==> config.mk <==
export PLATFORM = sky130hd
export DESIGN_NAME = ordered_queue_remove_by_key
export DESIGN_NICKNAME = d
export VERILOG_FILES = /design/src/sv/oqrk_pkg.sv /design/src/sv/oqrk_cell.sv /design/src/sv/ordered_queue_remove_by_key.sv
export SDC_FILE = /design/constraint.sdc
export NUM_CORES = 2
export LEC_CHECK = 0
export CORE_ASPECT_RATIO = 0.75
export CORE_MARGIN = 2
export CORE_UTILIZATION = 40
export DETAILED_ROUTE_END_ITERATION = 8
export DONT_BUFFER_PORTS = 1
export PLACE_DENSITY = 0.55
export SLEW_MARGIN = 10
export SYNTH_ARGS = -nofsm -noshare
export SYNTH_HDL_FRONTEND = slang
export SYNTH_SLANG_ARGS = --single-unit
==> constraint.sdc <==
create_clock -name clk -period 6.1 [get_ports clk]
set_input_delay 0.305 -clock clk [delete_from_list [all_inputs] [get_ports clk]]
set_output_delay 0.305 -clock clk [all_outputs]
set_load 0.1 [all_outputs]
==> src/sv/oqrk_pkg.sv <==
package oqrk_pkg;

    localparam int DEPTH_DEF   = 32;
    localparam int ID_BITS_DEF = 20;

    typedef enum logic [1:0]
    {
        OP_APPEND = 2'd0,
        OP_REMOVE = 2'd1,
        OP_READ   = 2'd2,
        OP_NONE   = 2'd3
    } op_t;

    typedef enum logic [2:0]
    {
        STAT_DONE     = 3'd0,
        STAT_FULL     = 3'd1,
        STAT_NOTFOUND = 3'd2,
        STAT_ENTRY    = 3'd3,
        STAT_EMPTY    = 3'd4
    } status_t;

    // what every cell does on the coming edge
    typedef enum logic [1:0]
    {
        MODE_HOLD   = 2'd0,
        MODE_APPEND = 2'd1,
        MODE_REMOVE = 2'd2,
        MODE_ROTATE = 2'd3
    } cell_mode_t;

    typedef enum logic
    {
        S_IDLE = 1'b0,
        S_READ = 1'b1
    } state_t;

endpackage

==> src/sv/oqrk_cell.sv <==
module oqrk_cell #(
    parameter int INDEX   = 0,
    parameter int DEPTH   = oqrk_pkg::DEPTH_DEF,
    parameter int ID_BITS = oqrk_pkg::ID_BITS_DEF,
    parameter int CNT_W   = $clog2(DEPTH + 1)
) (
    input  logic                      clk,
    input  oqrk_pkg::cell_mode_t      mode,
    input  logic [CNT_W-1:0]          count,
    input  logic [ID_BITS-1:0]        key,
    input  logic [ID_BITS-1:0]        next_data,
    input  logic [ID_BITS-1:0]        head_data,
    input  logic                      hit_in,
    output logic                      hit_out,
    output logic [ID_BITS-1:0]        data
);

    localparam logic [CNT_W-1:0] MY_IDX   = CNT_W'(INDEX);
    localparam logic [CNT_W-1:0] MY_IDX_1 = CNT_W'(INDEX + 1);

    logic [ID_BITS-1:0] data_reg;
    logic [ID_BITS-1:0] data_next;
    logic               load;
    logic               occupied;
    logic               is_tail;

    assign occupied = MY_IDX < count;
    assign is_tail  = MY_IDX_1 == count;
    assign hit_out  = hit_in | (occupied && (data_reg == key));
    assign data     = data_reg;

    always_comb
    begin
        load      = 1'b0;
        data_next = next_data;
        unique case (mode)
            oqrk_pkg::MODE_HOLD:
            begin
                load = 1'b0;
            end
            oqrk_pkg::MODE_APPEND:
            begin
                load      = MY_IDX == count;
                data_next = key;
            end
            oqrk_pkg::MODE_REMOVE:
            begin
                // match here or nearer the head: pull up from behind
                load = hit_out;
            end
            oqrk_pkg::MODE_ROTATE:
            begin
                load      = occupied;
                data_next = is_tail ? head_data : next_data;
            end
            default:
            begin
                load = 1'b0;
            end
        endcase
    end

    always_ff @(posedge clk)
    begin
        if (load)
        begin
            data_reg <= data_next;
        end
    end

endmodule

==> src/sv/ordered_queue_remove_by_key.sv <==
// channel | signals                                   | direction
// --------+-------------------------------------------+----------
// in      | in_valid, in_ready, opcode, id_value      | sink
// out     | out_valid, out_ready, status, entry_id, last | source
//
// append, remove, empty readout and the unused opcode each give one answer word,
// formed by the hit ripple down the row of cells and the single output register
// a readout first loads the count, then gives one entry per cycle while the
// output slot is free, as the row rotates once, leaving the queue as it was
// reset clears the count and the control; cell contents stay undefined, no sweep
// out_ready low while a word is up holds the output word and keeps in_ready low
module ordered_queue_remove_by_key #(
    parameter int DEPTH   = oqrk_pkg::DEPTH_DEF,
    parameter int ID_BITS = oqrk_pkg::ID_BITS_DEF
) (
    input  logic               clk,
    input  logic               rst_n,
    input  logic               in_valid,
    output logic               in_ready,
    input  logic [1:0]         opcode,
    input  logic [ID_BITS-1:0] id_value,
    output logic               out_valid,
    input  logic               out_ready,
    output logic [2:0]         status,
    output logic [ID_BITS-1:0] entry_id,
    output logic               last
);

    localparam int CNT_W = $clog2(DEPTH + 1);
    localparam logic [CNT_W-1:0] CNT_FULL = CNT_W'(DEPTH);
    localparam logic [CNT_W-1:0] CNT_ONE  = CNT_W'(1);

    // control state
    oqrk_pkg::state_t     state_reg, state_next;
    logic [CNT_W-1:0]     count_reg, count_next;
    logic [CNT_W-1:0]     left_reg, left_next;
    logic                 out_valid_reg, out_valid_next;

    // output word, no reset needed
    oqrk_pkg::status_t    status_reg, status_next;
    logic [ID_BITS-1:0]   entry_reg, entry_next;
    logic                 last_reg, last_next;

    // row of cells
    oqrk_pkg::cell_mode_t cell_mode;
    logic [ID_BITS-1:0]   cell_data [DEPTH];
    logic [ID_BITS-1:0]   cell_next [DEPTH];
    logic [DEPTH:0]       hit_chain;

    logic                 slot_free;
    logic                 found;
    logic                 full;

    assign hit_chain[0] = 1'b0;
    assign found        = hit_chain[DEPTH];
    assign full         = count_reg == CNT_FULL;
    // output slot empties this cycle or is already empty
    assign slot_free    = !out_valid_reg || out_ready;
    assign in_ready     = (state_reg == oqrk_pkg::S_IDLE) && slot_free;

    genvar gi;
    generate
        for (gi = 0; gi < DEPTH; gi++)
        begin : g_cell
            // the tail cell has nobody behind it
            if (gi == DEPTH - 1)
            begin : g_end
                assign cell_next[gi] = '0;
            end
            else
            begin : g_mid
                assign cell_next[gi] = cell_data[gi + 1];
            end

            oqrk_cell #(
                .INDEX   (gi),
                .DEPTH   (DEPTH),
                .ID_BITS (ID_BITS),
                .CNT_W   (CNT_W)
            ) u_cell (
                .clk       (clk),
                .mode      (cell_mode),
                .count     (count_reg),
                .key       (id_value),
                .next_data (cell_next[gi]),
                .head_data (cell_data[0]),
                .hit_in    (hit_chain[gi]),
                .hit_out   (hit_chain[gi + 1]),
                .data      (cell_data[gi])
            );
        end
    endgenerate

    always_ff @(posedge clk or negedge rst_n)
    begin
        if (!rst_n)
        begin
            state_reg     <= oqrk_pkg::S_IDLE;
            count_reg     <= '0;
            left_reg      <= '0;
            out_valid_reg <= 1'b0;
        end
        else
        begin
            state_reg     <= state_next;
            count_reg     <= count_next;
            left_reg      <= left_next;
            out_valid_reg <= out_valid_next;
        end
    end

    always_ff @(posedge clk)
    begin
        status_reg <= status_next;
        entry_reg  <= entry_next;
        last_reg   <= last_next;
    end

    always_comb
    begin
        state_next     = state_reg;
        count_next     = count_reg;
        left_next      = left_reg;
        out_valid_next = out_valid_reg && !out_ready;
        status_next    = status_reg;
        entry_next     = entry_reg;
        last_next      = last_reg;
        cell_mode      = oqrk_pkg::MODE_HOLD;

        unique case (state_reg)
            oqrk_pkg::S_IDLE:
            begin
                if (in_valid && in_ready)
                begin
                    // single-word answer unless a readout starts
                    out_valid_next = 1'b1;
                    status_next    = oqrk_pkg::STAT_DONE;
                    entry_next     = '0;
                    last_next      = 1'b1;
                    unique case (oqrk_pkg::op_t'(opcode))
                        oqrk_pkg::OP_APPEND:
                        begin
                            if (full)
                            begin
                                status_next = oqrk_pkg::STAT_FULL;
                            end
                            else
                            begin
                                cell_mode  = oqrk_pkg::MODE_APPEND;
                                count_next = count_reg + CNT_ONE;
                            end
                        end
                        oqrk_pkg::OP_REMOVE:
                        begin
                            if (found)
                            begin
                                cell_mode  = oqrk_pkg::MODE_REMOVE;
                                count_next = count_reg - CNT_ONE;
                            end
                            else
                            begin
                                status_next = oqrk_pkg::STAT_NOTFOUND;
                            end
                        end
                        oqrk_pkg::OP_READ:
                        begin
                            if (count_reg == '0)
                            begin
                                status_next = oqrk_pkg::STAT_EMPTY;
                            end
                            else
                            begin
                                out_valid_next = 1'b0;
                                left_next      = count_reg;
                                state_next     = oqrk_pkg::S_READ;
                            end
                        end
                        default:
                        begin
                            // unused opcode: plain done word
                            status_next = oqrk_pkg::STAT_DONE;
                        end
                    endcase
                end
            end
            oqrk_pkg::S_READ:
            begin
                if (slot_free)
                begin
                    // head goes out, row rotates so the queue comes back intact
                    out_valid_next = 1'b1;
                    status_next    = oqrk_pkg::STAT_ENTRY;
                    entry_next     = cell_data[0];
                    last_next      = left_reg == CNT_ONE;
                    cell_mode      = oqrk_pkg::MODE_ROTATE;
                    left_next      = left_reg - CNT_ONE;
                    if (left_reg == CNT_ONE)
                    begin
                        state_next = oqrk_pkg::S_IDLE;
                    end
                end
            end
            default:
            begin
                state_next = oqrk_pkg::S_IDLE;
            end
        endcase
    end

    assign out_valid = out_valid_reg;
    assign status    = status_reg;
    assign entry_id  = entry_reg;
    assign last      = last_reg;

endmodule

==> impl_metrics.csv <==
group,metric,value,unit
worst_setup_path,crit_path_max_fanout,20,
drt,drt.antenna.violating_nets,0,
finish,max_reg_flops,640,
power_and_ir_drop,vdd_drop_max,0.254,mV
cts,clock_tree_from_tritoncts,"done",
synthesis,post_synth_fa_ha_maj_area_fraction,0.193,%
cts,number_of_buffers_created_by_cts,71,
cts,worst_setup_hold_path_clk_slew,0.06,ns
power_and_ir_drop,total_leakage_power,13.6,nW
synthesis,syn_avg_cell_area,12.3,um2
worst_setup_path,required_arrival_time_at_the_worst_endpoint,6.39,ns
synthesis,synth_mux_area_share,0.0773,%
synthesis,yosys_register_bits,678,
sta,drv_slew,0,
drt,num_vias,30724,
power_and_ir_drop,total_power,20.5,mW
worst_hold_path,min_path_cells,2,
floorplanning,die_area,99700,um2
sta,finalHoldViolCount,0,
floorplanning,design.core.area,95800,um2
worst_setup_path,timing.critical_path.from,"count_reg[1]$_DFFE_PN0P_",
grt,groute.layer.met3.usage,12.1,%
synthesis,ys.warnings.count,0,
grt,grt_first_pass_wirelength,226000,um
sta,skew,0.0349,ns
synthesis,compound_cell_area_share_of_the_yosys_netlist,18.6,%
job,cap_viol_max_count,0,
floorplanning,floorplan.initialDensity,40.6,%
synthesis,syn-num-nets,3181,
worst_setup_path,arrival,5.33,ns
finish,final.fill_count,8742,
place,numPortBuffers,0,
finish,nNetsFinal,2950,
synthesis,yosys-top-cells-area,"edfxtp_1, a221o_1, xnor2_1",
worst_setup_path,worst_reg2reg_startpoint,"count_reg[1]$_DFFE_PN0P_",
synthesis,synthesis.area,38900,um2
worst_setup_path,path_class,"reg -> reg",
floorplanning,die_y,274,um
drt,vias_per_cell,7.19,
cts,cts_htree_levels,3,
synthesis,synth_flop_cell,"edfxtp_1",
cts,cts_sinks,678,
synthesis,synth_enable_flop_cells,664,
synthesis,ys_async_sr_fraction,2.06,%
synthesis,synthTopCellsByCount,"edfxtp_1, a221o_1, xnor2_1, xor2_1, clkbuf_1",
grt,global_route.usage.met2,43.5,%
synthesis,synth_top_cell_by_area,"edfxtp_1",
sta,clock.fmax,198,MHz
worst_setup_path,r2r_setup_slack,1.06,ns
sta,worst-slew-pin-transition,1.24,ns
worst_setup_path,setup.worst_path.end_class,"register",
sta,layout_worst_path_cycle_share,82.7,%
grt,grtUsageMet1,45.7,%
grt,grt_usage,31.8,%
grt,antenna_found_initial,3,
finish,relative_area_change_from_synthesis_to_final_layout,7.31,%
worst_setup_path,rr_worst_depth,10,
worst_hold_path,hold_class,"in -> reg",
sta,total_negative_slack,0,ns
drt,drt-pass1-iter-count,8,
floorplanning,top_level_ports,52,
worst_setup_path,crit_reg_reg_endpoint,"g_cell[27].u_cell.data[3]$_DFFE_PP_",
worst_hold_path,hold-path-endpoint,"status[0]$_SDFFCE_PP1P_",
power_and_ir_drop,power_per_cell_area,491,nW/um2
grt,grt_start_max_net_pins,44,
sta,timing.final.setup_violations,0,
status,run_status,"complete, no violations",
place,gp_routability_congestion,1.01,
cts,clock_tree.root_cell,"clkbuf_16",
synthesis,ys_seq_area_share,52.2,%
worst_setup_path,worst_path_largest_cell_delay,0.96,ns
synthesis,ys_types,78,
worst_setup_path,worst_path_max_delay_cell,"o221ai_2",
drt,drt-total-wl,162000,um
cts,cts_repair_resize_count,0,
synthesis,synth_simple_gate_area_share,9.04,%
drt,detail_route.drc_violations,0,
drt,routed_wire_length_per_instance,37.8,um
finish,final-instance-count-excl-fill,4274,
synthesis,yosysTopAreaCellShare,51.3,%
synthesis,syn_inst,3149,
synthesis,yosys.cell_count.top_type,"edfxtp_1",
worst_setup_path,crit_path_frequent_cell,"nand4_1",
place,post-place-cells,4140,
grt,global_route.overflow_total,0,
sta,fin_hold_ws,0.0686,ns
worst_setup_path,timing.critical_path.cells,"inv_1 -> ha_1 -> buf_4 -> nand3_1 -> nand4_1 -> nor4_1 -> a211oi_1 -> nand4_1 -> nor3_1 -> o221ai_2",
sta,finalWorstPathRequiredPeriod,5.04,ns
synthesis,dominant_combinational_cell_family_by_area_after_synthesis,"compound AO/OA/AOI/OAI gates",
floorplanning,fp.dieW,364,um
finish,core_utilization_of_the_finished_layout,43.5,%
drt,drt_iter0_markers,5542,
finish,layout-drive-gt1-share,9.26,%
cts,clock_latency_reported_for_the_late_side_of_the_worst_skew_pair,0.69,ns
cts,max-clock-path-buffers,3,
sta,rsz0062_at_grt,"no",
synthesis,synth_xor_area_share,14.6,%
worst_setup_path,crit_path_start_kind,"register",
place,hpwl,98000,um
worst_hold_path,holdCritStartpoint,"opcode[1]",
grt,grt_most_used_layer,"met1",
sta,maxSlewHeadroom,17.0,%
floorplanning,rows,98,
grt,grt_pass1_vias,28990,
## cell type report
cell class / instances / area (um2) / share of cell area, %
antenna: 3 / 7.51 / 0.0180
clock inverter: 36 / 329 / 0.789
timing repair buffer: 103 / 785 / 1.88
sequential: 678 / 20300 / 48.7
clock buffer: 90 / 1890 / 4.53
inverter: 6 / 22.5 / 0.0540
tap: 1300 / 1630 / 3.90
multi-input combinational: 2058 / 16700 / 40.2
## power breakdown
| part | internal, mW | switching [mW] | total [mW] |
|---|---|---|---|
| registers | 7.76 | 1.99 | 9.75 |
| logic | 2.51 | 3.85 | 6.36 |
| clock network | 2.38 | 1.98 | 4.36 |
## logic make-up (layout without fill, tap and decap cells)
group	after synthesis	after routing
AO/OA/AOI/OAI	776	776
XOR/XNOR	644	644
adder cells (fa/ha/maj)	6	6
buffers and inverters	413	235
flip-flops	678	678
multiplexers	3	3
other	0	3
AND/OR/NAND/NOR	629	629
## how the worst max path moves through the flow
stage               slack (ns)  cells past startpoint                              endpoint
floorplan                 0.68                     10   g_cell[15].u_cell.data[0]$_DFFE_PP_
global placement          1.53                     10  g_cell[31].u_cell.data[19]$_DFFE_PP_
detailed placement        1.28                     10  g_cell[31].u_cell.data[19]$_DFFE_PP_
CTS                       1.28                     10  g_cell[31].u_cell.data[19]$_DFFE_PP_
global route              0.88                     10   g_cell[27].u_cell.data[3]$_DFFE_PP_
finish                    1.06                     10   g_cell[27].u_cell.data[3]$_DFFE_PP_
## placed cells by master (no fill, tap or decap), types with 6 or more instances in the layout
cell type	instances
or2_2	7
edfxtp_1	664
a21oi_1	23
clkinv_1	17
or4_1	9
or3_1	8
and3_1	9
nand2_1	76
clkbuf_1	17
nand2b_1	8
inv_1	6
a21o_1	47
nor4_1	105
o211ai_1	11
o22ai_1	8
ha_1	6
nor3_1	27
xnor2_1	348
o21ai_0	29
nor2_1	78
nand3_1	44
and2_1	27
buf_4	99
clkbuf_16	73
nor2_2	23
nor4b_1	8
xor2_1	294
nand4_1	131
o221ai_2	7
and2_2	19
clkinv_2	7
a221o_1	602
dfrtp_1	14
nand4b_1	8
nor2b_1	7
## layer usage
metal	wire length (um)	share of wire, %	vias up
li1	-	-	12114
met1	66200	41	15521
met2	64400	40	2669
met3	24700	15	416
met4	6210	3.8	4
met5	24	0.015	-
## stage by stage
step / worst slack, ns / cell area [um2]
global placement: 1.53 / 39300
global route: 0.878 / 41700
finish: 1.06 / 41700
detailed placement: 1.28 / 39300
CTS: 1.28 / 41600
floorplan: 0.685 / 38900
## what timing repair did
action	4_1_cts	5_1_grt
hold buffers	3	0
setup buffers	0	0
endpoints found under the hold margin	16	0
## worst max-delay path: cells and delay by family, from the launching register on
kind            cells  cell delay (ns)
simple gates        5             1.82
compound gates      2             1.14
flops               1             0.72
buf+inv             2             0.51
fa+ha+maj           1             0.43
Note: power is estimated with default switching activity, not from simulation.
